`config.mk`:
```
export PLATFORM = sky130hd
export DESIGN_NAME = sorted_rank_list_top_flat
export DESIGN_NICKNAME = d
export VERILOG_FILES = /design/src/rtl/srl_pkg.sv /design/src/rtl/srl_if.sv /design/src/rtl/srl_cell.sv /design/src/rtl/srl_ctrl.sv /design/src/rtl/sorted_rank_list_top.sv /design/src/flat_wrapper.sv
export SDC_FILE = /design/constraint.sdc
export NUM_CORES = 2
export LEC_CHECK = 0
export BUFFER_PORTS_ARGS = -buffer_cell sky130_fd_sc_hd__buf_4
export CORE_MARGIN = 5
export CORE_UTILIZATION = 55
export CTS_CLUSTER_SIZE = 30
export DETAILED_ROUTE_END_ITERATION = 8
export PLACE_DENSITY = 0.71
export SLEW_MARGIN = 20
export SYNTH_ARGS = -nofsm -noshare
export SYNTH_HDL_FRONTEND = slang
export SYNTH_SLANG_ARGS = --single-unit
```
`constraint.sdc`:
```
create_clock -name clk -period 15.6 [get_ports clk]
set_input_delay 3.12 -clock clk [delete_from_list [all_inputs] [get_ports clk]]
set_output_delay 3.12 -clock clk [all_outputs]
set_load 0.02 [all_outputs]
```
`src/rtl/srl_pkg.sv`:
```
// ----------------------------------------------------------------------------
// srl_pkg
// shared widths, codes and control types of the sorted rank list
// ----------------------------------------------------------------------------
package srl_pkg;

  localparam int CAPACITY = 32;
  localparam int IDX_W    = $clog2(CAPACITY);
  localparam int CNT_W    = $clog2(CAPACITY + 1);
  localparam int ID_W     = 16;
  localparam int KEY_W    = 32;
  localparam int RANK_W   = 6;
  localparam int CMD_W    = 2;
  localparam int STAT_W   = 2;

  // commands
  localparam logic [CMD_W-1:0] CMD_ADD    = 2'd0;
  localparam logic [CMD_W-1:0] CMD_MOVE   = 2'd1;
  localparam logic [CMD_W-1:0] CMD_REMOVE = 2'd2;
  localparam logic [CMD_W-1:0] CMD_NONE   = 2'd3;

  // result status
  localparam logic [STAT_W-1:0] ST_OK       = 2'd0;
  localparam logic [STAT_W-1:0] ST_FULL     = 2'd1;
  localparam logic [STAT_W-1:0] ST_BAD_RANK = 2'd2;

  localparam logic signed [RANK_W-1:0] RANK_NONE = -6'sd1;

  // cell operations
  localparam logic [1:0] CELL_HOLD       = 2'd0;
  localparam logic [1:0] CELL_FROM_LEFT  = 2'd1;
  localparam logic [1:0] CELL_FROM_RIGHT = 2'd2;
  localparam logic [1:0] CELL_LOAD       = 2'd3;

  // broadcast from the sequencer to every cell
  typedef struct packed {
    logic [1:0]       op;
    logic [IDX_W-1:0] idx;
    logic [ID_W-1:0]  id;
    logic [KEY_W-1:0] key;
  } cell_ctrl_t;

  // what the row shows back to the sequencer
  typedef struct packed {
    logic [CAPACITY-1:0]           gt;
    logic [CAPACITY-1:0]           lt;
    logic [CAPACITY-1:0]           hit;
    logic [CAPACITY-1:0][ID_W-1:0] ids;
  } row_view_t;

endpackage

```
`src/rtl/srl_if.sv`:
```
// ----------------------------------------------------------------------------
// srl_if
// request and result channels of the sorted rank list
// ----------------------------------------------------------------------------
interface srl_in_if;
  import srl_pkg::*;

  logic                     valid;
  logic                     ready;
  logic [CMD_W-1:0]         cmd;
  logic [ID_W-1:0]          entry_id;
  logic [KEY_W-1:0]         key;
  logic signed [RANK_W-1:0] known_rank;

  modport source (output valid, cmd, entry_id, key, known_rank, input ready);
  modport sink   (input valid, cmd, entry_id, key, known_rank, output ready);
endinterface

interface srl_out_if;
  import srl_pkg::*;

  logic                     valid;
  logic                     ready;
  logic [STAT_W-1:0]        status;
  logic [ID_W-1:0]          moved_id;
  logic signed [RANK_W-1:0] new_rank;
  logic                     last;

  modport source (output valid, status, moved_id, new_rank, last, input ready);
  modport sink   (input valid, status, moved_id, new_rank, last, output ready);
endinterface

```
`src/rtl/srl_cell.sv`:
```
// ----------------------------------------------------------------------------
// srl_cell
// one slot of the sorted row: holds an (id, key) pair and compares it
// ----------------------------------------------------------------------------
module srl_cell (
  input  logic                      clk,
  input  logic [srl_pkg::IDX_W-1:0] my_idx,
  input  srl_pkg::cell_ctrl_t       ctl,
  input  logic [srl_pkg::ID_W-1:0]  left_id,
  input  logic [srl_pkg::KEY_W-1:0] left_key,
  input  logic [srl_pkg::ID_W-1:0]  next_slot_id,
  input  logic [srl_pkg::KEY_W-1:0] right_key,
  output logic [srl_pkg::ID_W-1:0]  id,
  output logic [srl_pkg::KEY_W-1:0] key,
  output logic                      gt,
  output logic                      lt,
  output logic                      hit
);
  import srl_pkg::*;

  logic [ID_W-1:0]  id_r, id_nxt;
  logic [KEY_W-1:0] key_r, key_nxt;

  always_comb begin
    id_nxt  = id_r;
    key_nxt = key_r;
    if (ctl.idx == my_idx) begin
      case (ctl.op)
        CELL_FROM_LEFT: begin
          id_nxt  = left_id;
          key_nxt = left_key;
        end
        CELL_FROM_RIGHT: begin
          id_nxt  = next_slot_id;
          key_nxt = right_key;
        end
        CELL_LOAD: begin
          id_nxt  = ctl.id;
          key_nxt = ctl.key;
        end
        default: begin
          id_nxt  = id_r;
          key_nxt = key_r;
        end
      endcase
    end
  end

  always_ff @(posedge clk) begin
    id_r  <= id_nxt;
    key_r <= key_nxt;
  end

  // subject key against this slot
  assign gt  = ctl.key > key_r;
  assign lt  = ctl.key < key_r;
  assign hit = ctl.id == id_r;
  assign id  = id_r;
  assign key = key_r;

endmodule

```
`src/rtl/srl_ctrl.sv`:
```
// ----------------------------------------------------------------------------
// srl_ctrl
// sequencer: plans each command, steps the row one shift per beat
// ----------------------------------------------------------------------------
module srl_ctrl (
  input  logic               clk,
  input  logic               rst_n,
  srl_in_if.sink             in_bus,
  srl_out_if.source          out_bus,
  input  srl_pkg::row_view_t view,
  output srl_pkg::cell_ctrl_t ctl
);
  import srl_pkg::*;

  localparam logic [1:0] S_IDLE  = 2'd0;
  localparam logic [1:0] S_PLAN  = 2'd1;
  localparam logic [1:0] S_SHIFT = 2'd2;
  localparam logic [1:0] S_FINAL = 2'd3;

  logic [1:0]        state_r, state_nxt;
  logic [CMD_W-1:0]  cmd_r, cmd_nxt;
  logic [ID_W-1:0]   id_r, id_nxt;
  logic [KEY_W-1:0]  key_r, key_nxt;
  logic              neg_r, neg_nxt;
  logic [CNT_W-1:0]  rank_r, rank_nxt;
  logic [CNT_W-1:0]  fill_r, fill_nxt;
  logic [CNT_W-1:0]  cur_r, cur_nxt;
  logic [CNT_W-1:0]  end_r, end_nxt;
  logic              dn_r, dn_nxt;
  logic [STAT_W-1:0] stat_r, stat_nxt;

  logic                     ov_r, ov_nxt;
  logic [STAT_W-1:0]        ost_r, ost_nxt;
  logic [ID_W-1:0]          oid_r, oid_nxt;
  logic signed [RANK_W-1:0] ork_r, ork_nxt;
  logic                     olast_r, olast_nxt;

  logic             out_free;
  logic [CNT_W-1:0] add_pos, up_t, dn_t, src;
  logic             rank_ok;

  assign out_free = !ov_r || out_bus.ready;
  assign src      = dn_r ? cur_r + CNT_W'(1) : cur_r - CNT_W'(1);

  // placement searches over the row flags
  always_comb begin
    add_pos = fill_r;
    for (int i = CAPACITY - 1; i >= 0; i--) begin
      if (CNT_W'(i) < fill_r && view.gt[i]) add_pos = CNT_W'(i);
    end
    up_t = '0;
    for (int i = 0; i < CAPACITY; i++) begin
      if (CNT_W'(i) < rank_r && !view.gt[i]) up_t = CNT_W'(i + 1);
    end
    dn_t = fill_r - CNT_W'(1);
    for (int i = CAPACITY - 1; i >= 0; i--) begin
      if (CNT_W'(i) > rank_r && CNT_W'(i) < fill_r && !view.lt[i]) dn_t = CNT_W'(i - 1);
    end
  end

  assign rank_ok = !neg_r && (rank_r < fill_r) && view.hit[rank_r[IDX_W-1:0]];

  always_comb begin
    state_nxt = state_r;
    cmd_nxt   = cmd_r;
    id_nxt    = id_r;
    key_nxt   = key_r;
    neg_nxt   = neg_r;
    rank_nxt  = rank_r;
    fill_nxt  = fill_r;
    cur_nxt   = cur_r;
    end_nxt   = end_r;
    dn_nxt    = dn_r;
    stat_nxt  = stat_r;
    ov_nxt    = ov_r && !out_bus.ready;
    ost_nxt   = ost_r;
    oid_nxt   = oid_r;
    ork_nxt   = ork_r;
    olast_nxt = olast_r;
    ctl.op    = CELL_HOLD;
    ctl.idx   = cur_r[IDX_W-1:0];
    ctl.id    = id_r;
    ctl.key   = key_r;

    case (state_r)
      S_IDLE: begin
        if (in_bus.valid) begin
          cmd_nxt  = in_bus.cmd;
          id_nxt   = in_bus.entry_id;
          key_nxt  = in_bus.key;
          neg_nxt  = in_bus.known_rank[RANK_W-1];
          rank_nxt = CNT_W'(in_bus.known_rank[RANK_W-2:0]);
          if (in_bus.cmd != CMD_NONE) state_nxt = S_PLAN;
        end
      end
      S_PLAN: begin
        stat_nxt  = ST_OK;
        state_nxt = S_FINAL;
        case (cmd_r)
          CMD_ADD: begin
            if (fill_r >= CNT_W'(CAPACITY)) begin
              stat_nxt = ST_FULL;
            end else begin
              end_nxt = add_pos;
              cur_nxt = fill_r;
              dn_nxt  = 1'b0;
              if (add_pos != fill_r) state_nxt = S_SHIFT;
            end
          end
          CMD_MOVE: begin
            if (!rank_ok) begin
              stat_nxt = ST_BAD_RANK;
            end else begin
              cur_nxt = rank_r;
              if (up_t < rank_r) begin
                end_nxt   = up_t;
                dn_nxt    = 1'b0;
                state_nxt = S_SHIFT;
              end else if (dn_t > rank_r) begin
                end_nxt   = dn_t;
                dn_nxt    = 1'b1;
                state_nxt = S_SHIFT;
              end else begin
                end_nxt = rank_r;
              end
            end
          end
          CMD_REMOVE: begin
            if (!rank_ok) begin
              stat_nxt = ST_BAD_RANK;
            end else begin
              cur_nxt = rank_r;
              end_nxt = fill_r - CNT_W'(1);
              dn_nxt  = 1'b1;
              if (rank_r != fill_r - CNT_W'(1)) state_nxt = S_SHIFT;
            end
          end
          default: state_nxt = S_IDLE;
        endcase
      end
      S_SHIFT: begin
        if (out_free) begin
          ctl.op    = dn_r ? CELL_FROM_RIGHT : CELL_FROM_LEFT;
          ov_nxt    = 1'b1;
          ost_nxt   = ST_OK;
          oid_nxt   = view.ids[src[IDX_W-1:0]];
          ork_nxt   = $signed(RANK_W'(cur_r));
          olast_nxt = 1'b0;
          cur_nxt   = dn_r ? cur_r + CNT_W'(1) : cur_r - CNT_W'(1);
          if (cur_nxt == end_r) state_nxt = S_FINAL;
        end
      end
      S_FINAL: begin
        if (out_free) begin
          ov_nxt    = 1'b1;
          ost_nxt   = stat_r;
          oid_nxt   = id_r;
          ork_nxt   = RANK_NONE;
          olast_nxt = 1'b1;
          state_nxt = S_IDLE;
          if (stat_r == ST_OK) begin
            ctl.idx = end_r[IDX_W-1:0];
            if (cmd_r == CMD_REMOVE) begin
              fill_nxt = fill_r - CNT_W'(1);
            end else begin
              ctl.op  = CELL_LOAD;
              ork_nxt = $signed(RANK_W'(end_r));
              if (cmd_r == CMD_ADD) fill_nxt = fill_r + CNT_W'(1);
            end
          end
        end
      end
      default: state_nxt = S_IDLE;
    endcase
  end

  always_ff @(posedge clk) begin
    if (!rst_n) begin
      state_r <= S_IDLE;
      fill_r  <= '0;
      ov_r    <= 1'b0;
    end else begin
      state_r <= state_nxt;
      fill_r  <= fill_nxt;
      ov_r    <= ov_nxt;
    end
  end

  always_ff @(posedge clk) begin
    cmd_r   <= cmd_nxt;
    id_r    <= id_nxt;
    key_r   <= key_nxt;
    neg_r   <= neg_nxt;
    rank_r  <= rank_nxt;
    cur_r   <= cur_nxt;
    end_r   <= end_nxt;
    dn_r    <= dn_nxt;
    stat_r  <= stat_nxt;
    ost_r   <= ost_nxt;
    oid_r   <= oid_nxt;
    ork_r   <= ork_nxt;
    olast_r <= olast_nxt;
  end

  assign in_bus.ready     = state_r == S_IDLE;
  assign out_bus.valid    = ov_r;
  assign out_bus.status   = ost_r;
  assign out_bus.moved_id = oid_r;
  assign out_bus.new_rank = ork_r;
  assign out_bus.last     = olast_r;

endmodule

```
`src/rtl/sorted_rank_list_top.sv`:
```
// ----------------------------------------------------------------------------
// sorted_rank_list_top
// table of up to 32 (id, key) entries kept in descending key order
// ----------------------------------------------------------------------------
// usage
//   in_bus carries one command per beat: add, move with a new key, or remove;
//   move and remove name the rank the entry last held. command code three is
//   dropped with no result.
//   out_bus returns one beat per entry whose rank changed, in shift order,
//   then a beat for the subject entry with last set; remove reports the
//   subject at rank -1. a full table or a bad rank gives a single error beat.
// timing
//   a plan state follows the command beat, then one result beat per cycle
//   while the receiver keeps up. the row moves one slot per cycle unless
//   the output register is stalled, so the shift count sets the rate.
// reset
//   rst_n (synchronous) empties the table; slot contents are not cleared,
//   only slots below the fill count are ever looked at.
// stalls
//   results sit in an output register; while its beat waits on out_bus.ready,
//   the row holds still; in_bus.ready stays low till the last beat is queued.
// ----------------------------------------------------------------------------
module sorted_rank_list_top (
  input  logic      clk,
  input  logic      rst_n,
  srl_in_if.sink    in_bus,
  srl_out_if.source out_bus
);
  import srl_pkg::*;

  // row of slots, each wired to its two neighbors
  logic [CAPACITY-1:0][ID_W-1:0]  cell_ids;
  logic [CAPACITY-1:0][KEY_W-1:0] cell_keys;
  logic [CAPACITY-1:0]            cell_gt;
  logic [CAPACITY-1:0]            cell_lt;
  logic [CAPACITY-1:0]            cell_hit;

  cell_ctrl_t ctl;
  row_view_t  view;

  // flags and ids go back to the sequencer as one bundle
  assign view.gt  = cell_gt;
  assign view.lt  = cell_lt;
  assign view.hit = cell_hit;
  assign view.ids = cell_ids;

  for (genvar g = 0; g < CAPACITY; g++) begin : g_cell
    logic [ID_W-1:0]  l_id, r_id;
    logic [KEY_W-1:0] l_key, r_key;

    // the ends of the row see zero neighbors, never selected in practice
    if (g == 0) begin : g_first
      assign l_id  = '0;
      assign l_key = '0;
    end else begin : g_mid_l
      assign l_id  = cell_ids[g-1];
      assign l_key = cell_keys[g-1];
    end

    if (g == CAPACITY - 1) begin : g_lastc
      assign r_id  = '0;
      assign r_key = '0;
    end else begin : g_mid_r
      assign r_id  = cell_ids[g+1];
      assign r_key = cell_keys[g+1];
    end

    srl_cell u_cell (
      .clk          (clk),
      .my_idx       (IDX_W'(g)),
      .ctl          (ctl),
      .left_id      (l_id),
      .left_key     (l_key),
      .next_slot_id (r_id),
      .right_key    (r_key),
      .id           (cell_ids[g]),
      .key          (cell_keys[g]),
      .gt           (cell_gt[g]),
      .lt           (cell_lt[g]),
      .hit          (cell_hit[g])
    );
  end

  // sequencer owns the handshakes, the fill count and the result register
  srl_ctrl u_ctrl (
    .clk     (clk),
    .rst_n   (rst_n),
    .in_bus  (in_bus),
    .out_bus (out_bus),
    .view    (view),
    .ctl     (ctl)
  );

endmodule

```
`src/flat_wrapper.sv`:
```
// flat-port wrapper written by rule: the top's interface ports become plain ports
module sorted_rank_list_top_flat import srl_pkg::*;
  (clk, rst_n, in_bus_valid, in_bus_cmd, in_bus_entry_id, in_bus_key, in_bus_known_rank, in_bus_ready, out_bus_valid, out_bus_status, out_bus_moved_id, out_bus_new_rank, out_bus_last, out_bus_ready);
  srl_in_if in_bus_i ();
  srl_out_if out_bus_i ();
  input  logic clk;
  input  logic rst_n;
  input wire logic [$bits(in_bus_i.valid)-1:0] in_bus_valid;
  input wire logic [$bits(in_bus_i.cmd)-1:0] in_bus_cmd;
  input wire logic [$bits(in_bus_i.entry_id)-1:0] in_bus_entry_id;
  input wire logic [$bits(in_bus_i.key)-1:0] in_bus_key;
  input wire logic [$bits(in_bus_i.known_rank)-1:0] in_bus_known_rank;
  output wire logic [$bits(in_bus_i.ready)-1:0] in_bus_ready;
  output wire logic [$bits(out_bus_i.valid)-1:0] out_bus_valid;
  output wire logic [$bits(out_bus_i.status)-1:0] out_bus_status;
  output wire logic [$bits(out_bus_i.moved_id)-1:0] out_bus_moved_id;
  output wire logic [$bits(out_bus_i.new_rank)-1:0] out_bus_new_rank;
  output wire logic [$bits(out_bus_i.last)-1:0] out_bus_last;
  input wire logic [$bits(out_bus_i.ready)-1:0] out_bus_ready;
  assign in_bus_i.valid = in_bus_valid;
  assign in_bus_i.cmd = in_bus_cmd;
  assign in_bus_i.entry_id = in_bus_entry_id;
  assign in_bus_i.key = in_bus_key;
  assign in_bus_i.known_rank = in_bus_known_rank;
  assign in_bus_ready = in_bus_i.ready;
  assign out_bus_valid = out_bus_i.valid;
  assign out_bus_status = out_bus_i.status;
  assign out_bus_moved_id = out_bus_i.moved_id;
  assign out_bus_new_rank = out_bus_i.new_rank;
  assign out_bus_last = out_bus_i.last;
  assign out_bus_i.ready = out_bus_ready;
  sorted_rank_list_top u_core (.clk(clk), .rst_n(rst_n), .in_bus(in_bus_i), .out_bus(out_bus_i));
endmodule
```
==> impl_metrics.toml <==
[yosys]
syn_area_um2 = 108000
yosys_warnings = 0
yosys.area_share.adder = 0.122
synth_compound_area_frac = 0.209
synth-seq-cells = 1641
synth_top_family_by_area = "compound AO/OA/AOI/OAI gates"
synth_cells = 9309
ys_types = 104
synthMuxAreaShare = 0.0369
syn-num-nets = 10400
synthFlopType = "edfxtp_1"
synth_seq_area_share = 0.456
syn_avg_cell_area_um2 = 11.6
synth_xor_area_frac = 0.0433
synthSimpleGateAreaFrac = 0.0722
async_flop_share = 0
synth-edff-count = 1632

[critical_path]
reg2reg_from = "u_core.u_ctrl.key_r[12]$_DFFE_PP_"
cp_top_family = "compound AO/OA/AOI/OAI gates"
worstPathArrival_ns = 8.07
critical_path_class = "register to register"
r2r_slack_ns = 8.09
rr_worst_depth = 20
path_cells = "buf_4 -> buf_4 -> ha_1 -> nand4_1 -> nor4_1 -> o21ai_0 -> nand3_1 -> a221o_1 -> nand2b_1 -> o311ai_0 -> nand4_1 -> a41oi_1 -> o21ai_0 -> ha_1 -> a21o_1 -> a21oi_1 -> nor3b_1 -> a21oi_1 -> a211oi_1 -> o31ai_1"
max_stage_delay_ns = 1.12
critPathBufInv = 2
r2r-end = "u_core.u_ctrl.end_r[1]$_DFFE_PP_"
crit_path_start_kind = "register"
cp_max_fo = 19
crit_required_ns = 16.16
end_kind = "register"
worst_path_max_delay_cell = "nor4_1"

[sta]
setup_ws_ns = 8.09
fmax_ghz = 0.133
setup_tns_ns = 0
finalClockSkew_ns = 0.0313
slew_headroom = 0.0659
worst_pin_slew_ns = 1.40
finalCritPeriodShare = 0.482
fin_crit_ns = 7.51
hold_viol = 0
drv_slew = 0
finalSetupViolCount = 0
rsz0062_at_grt = "false"

[clock_network]
cts_setup_buffers = 0
tritoncts = "done"
cts_root_buf = "clkbuf_16"
cts_buffers = 185
clk_latency_ns = 0.86
cts_resized = 0
cts_hold_buf = 0
htree_levels = 4
clk_pin_slew_ns = 0.06
cts_sinks = 1641
clock_path_buffers = 3

[placement]
dp_hpwl_mm = 269
place.port_buffers = 86
post-place-ws_ns = 8.11
place_inst = 11600
place.gp.congestion = 0.999
placed_area_um2 = 111000

[route]
dr.pass1.iters = 9
routed_via_density = 7.22
ant_nets = 0
routedWlPerCell_um = 31.1
drc = 0
num_vias = 85900
drt_iter0_drc = 12400
routed_wl_mm = 371

[floorplanning]
ioPinCount = 87
initial_utilization = 0.554
design.die.area_um2 = 205000
core.rowCount = 162
core_area_um2 = 195000
fp.dieH_um = 453
die_x_um = 453

[cells_and_area]
nets = 10200
fin_area_um2 = 117000
layout-drive-gt1-share = 0.0906
layoutNonFillerInstCount = 11900
multi_input_area_um2 = 52600
areaGrowthSynthToFinish_pct = 8.72
fill_cells = 15700
seq_area_um2 = 49200

[pwr]
peakVddDrop_mv = 0.113
p_leak_nw = 46.4
powerDensity_nw_per_um2 = 119

[min_path]
min_to = "u_core.g_cell[1].u_cell.key[18]$_DFFE_PP_"
hp-start = "u_core.g_cell[0].u_cell.key[18]$_DFFE_PP_"
holdCritPathClass = "register to register"
min_path_cells = 1

[grt]
antenna_found_initial = 4
overflow = 0
grt_max_degree = 251
grtUsageTotal = 0.348
grt_pass1_vias = 83700
grt_pass1_wl_mm = 541

[job]
drv_cap = 0

[status]
outcome = "completed"
-- where the power goes --
group	internal [mW]	switching [mW]
Sequential	5.10	0.0804
Clock	2.45	1.93
Combinational	1.68	2.68
Total	9.23	4.70
-- state kept, by name, summed over array words and instances (netlist names), 2 cells and up, named ones only --
signal	flops
u_core.u_ctrl.id_r	16
u_core.u_ctrl.key_r	32
u_core.u_ctrl.rank_r	5
u_core.u_ctrl.out_bus.new_rank	6
u_core.g_cell.u_cell.id	512
u_core.g_cell.u_cell.key	1024
u_core.u_ctrl.cur_r	6
u_core.u_ctrl.out_bus.status	2
u_core.u_ctrl.cmd_r	2
u_core.u_ctrl.out_bus.moved_id	16
u_core.u_ctrl.stat_r	2
u_core.u_ctrl.end_r	6
u_core.u_ctrl.fill_r	6
-- metrics by stage --
stage / util / hold slack, ns / power (mW)
floorplan: - / 0.546 / 8.09
global placement: 0.571 / 0.562 / 9.39
detailed placement: 0.571 / 0.565 / 9.52
CTS: 0.601 / 0.579 / 13.9
global route: 0.602 / 0.602 / 14.4
finish: 0.602 / 0.581 / 13.9
-- cells in the final DEF (no fill, tap or decap), drive strengths merged, types with 17 or more instances in the layout --
cell and n:
edfxtp 1632, a221o 1450, inv 1077, ha 1049
a21oi 375, buf 300, nand2 299, xnor2 286
nand4 284, xor2 247, nor2 247, o21ai 239
clkbuf 221, a21o 177, mux4 165, nand3 151
nor4 123, clkinv 90, nor3 77, a211oi 68
o211ai 66, and2 64, nor2b 48, nand2b 34
o21a 34, and3 33, and4 32, a31oi 32
a221oi 30, o31ai 27, mux2i 24, or3 19
a21boi 18, or2 17
-- area by class of cell --
| cell class | count | area share |
|---|---|---|
| Inverter | 1069 | 0.0342 |
| Clock inverter | 118 | 0.00915 |
| Clock buffer | 221 | 0.0410 |
| Antenna cell | 4 | 0.0000853 |
| Multi-Input combinational cell | 5931 | 0.448 |
| Sequential cell | 1641 | 0.419 |
| Timing Repair Buffer | 300 | 0.0204 |
| Tap cell | 2624 | 0.0280 |
-- cell usage after synthesis (9+ instances only) --
master	count	area share
edfxtp_1	1632	0.45
a221o_1	1449	0.13
inv_1	1063	0.037
ha_1	1049	0.12
clkbuf_1	599	0.021
a21oi_1	375	0.017
nand2_1	299	0.010
xnor2_1	286	0.023
nand4_1	282	0.016
xor2_1	247	0.020
nor2_1	245	0.0085
o21ai_0	232	0.011
a21o_1	176	0.012
mux4_2	165	0.034
nand3_1	151	0.0070
nor4_1	120	0.0070
nor3_1	76	0.0035
a211oi_1	67	0.0047
o211ai_1	65	0.0045
and2_1	64	0.0037
nor2b_1	48	0.0028
buf_2	43	0.0020
nand2b_1	34	0.0020
o21a_1	34	0.0024
a31oi_1	32	0.0019
and3_1	32	0.0019
and4_1	31	0.0025
a221oi_1	29	0.0024
o31ai_1	27	0.0019
buf_1	26	0.00090
mux2i_1	24	0.0022
or3_1	19	0.0011
a21boi_0	17	0.0012
o211a_1	13	0.0012
o21bai_1	13	0.00090
o221ai_1	13	0.0011
or2_2	13	0.00075
o2111ai_1	12	0.00097
a2111oi_0	11	0.00089
nand3b_1	10	0.00070
or4_1	10	0.00070
a211o_1	9	0.00073
a22oi_1	9	0.00063
dfxtp_1	9	0.0017
-- worst reg2reg max path, stage by stage, from the launching register on --
cell      delay, ns
edfxtp_1       0.35
buf_4          0.23
buf_4          0.27
ha_1           0.34
nand4_1        0.22
nor4_1         1.12
o21ai_0        0.64
nand3_1        0.22
a221o_1        0.20
nand2b_1       0.10
o311ai_0       0.49
nand4_1        0.30
a41oi_1        0.49
o21ai_0        0.41
ha_1           0.31
a21o_1         0.17
a21oi_1        0.15
nor3b_1        0.41
a21oi_1        0.31
a211oi_1       0.39
o31ai_1        0.13
-- routing by layer --
layer | GRT usage | part of all wire
met1 | 0.441 | 0.37
met2 | 0.555 | 0.46
met3 | 0.0501 | 0.083
met4 | 0.238 | 0.081
met5 | 0 | 0.000046
-- worst max path at each step --
| stage | start | endpoint | slack (ns) | cells after the start |
|---|---|---|---|---|
| final | u_core.u_ctrl.key_r[12]$_DFFE_PP_ | u_core.u_ctrl.end_r[1]$_DFFE_PP_ | 8.09 | 20 |
| after global routing | u_core.u_ctrl.key_r[12]$_DFFE_PP_ | u_core.u_ctrl.end_r[1]$_DFFE_PP_ | 8.12 | 20 |
| after CTS | u_core.u_ctrl.key_r[12]$_DFFE_PP_ | u_core.u_ctrl.end_r[1]$_DFFE_PP_ | 8.48 | 20 |
| after detailed placement | out_bus_ready | u_core.g_cell[2].u_cell.key[20]$_DFFE_PP_ | 8.11 | 9 |
| after global placement | out_bus_ready | u_core.g_cell[1].u_cell.key[21]$_DFFE_PP_ | 8.23 | 9 |
| after floorplan | out_bus_ready | u_core.g_cell[16].u_cell.id[0]$_DFFE_PP_ | 8.56 | 8 |
-- cells by family (layout without fill, tap and decap cells) --
| group | after synthesis | in the layout |
|---|---|---|
| other cells | 0 | 4 |
| xor+xnor | 533 | 533 |
| mux | 191 | 191 |
| fa+ha+maj | 1050 | 1050 |
| simple gates | 1471 | 1471 |
| flops | 1641 | 1641 |
| buf+inv | 1737 | 1708 |
| compound gates | 2686 | 2686 |
Note: power is estimated with default switching activity, not from simulation.
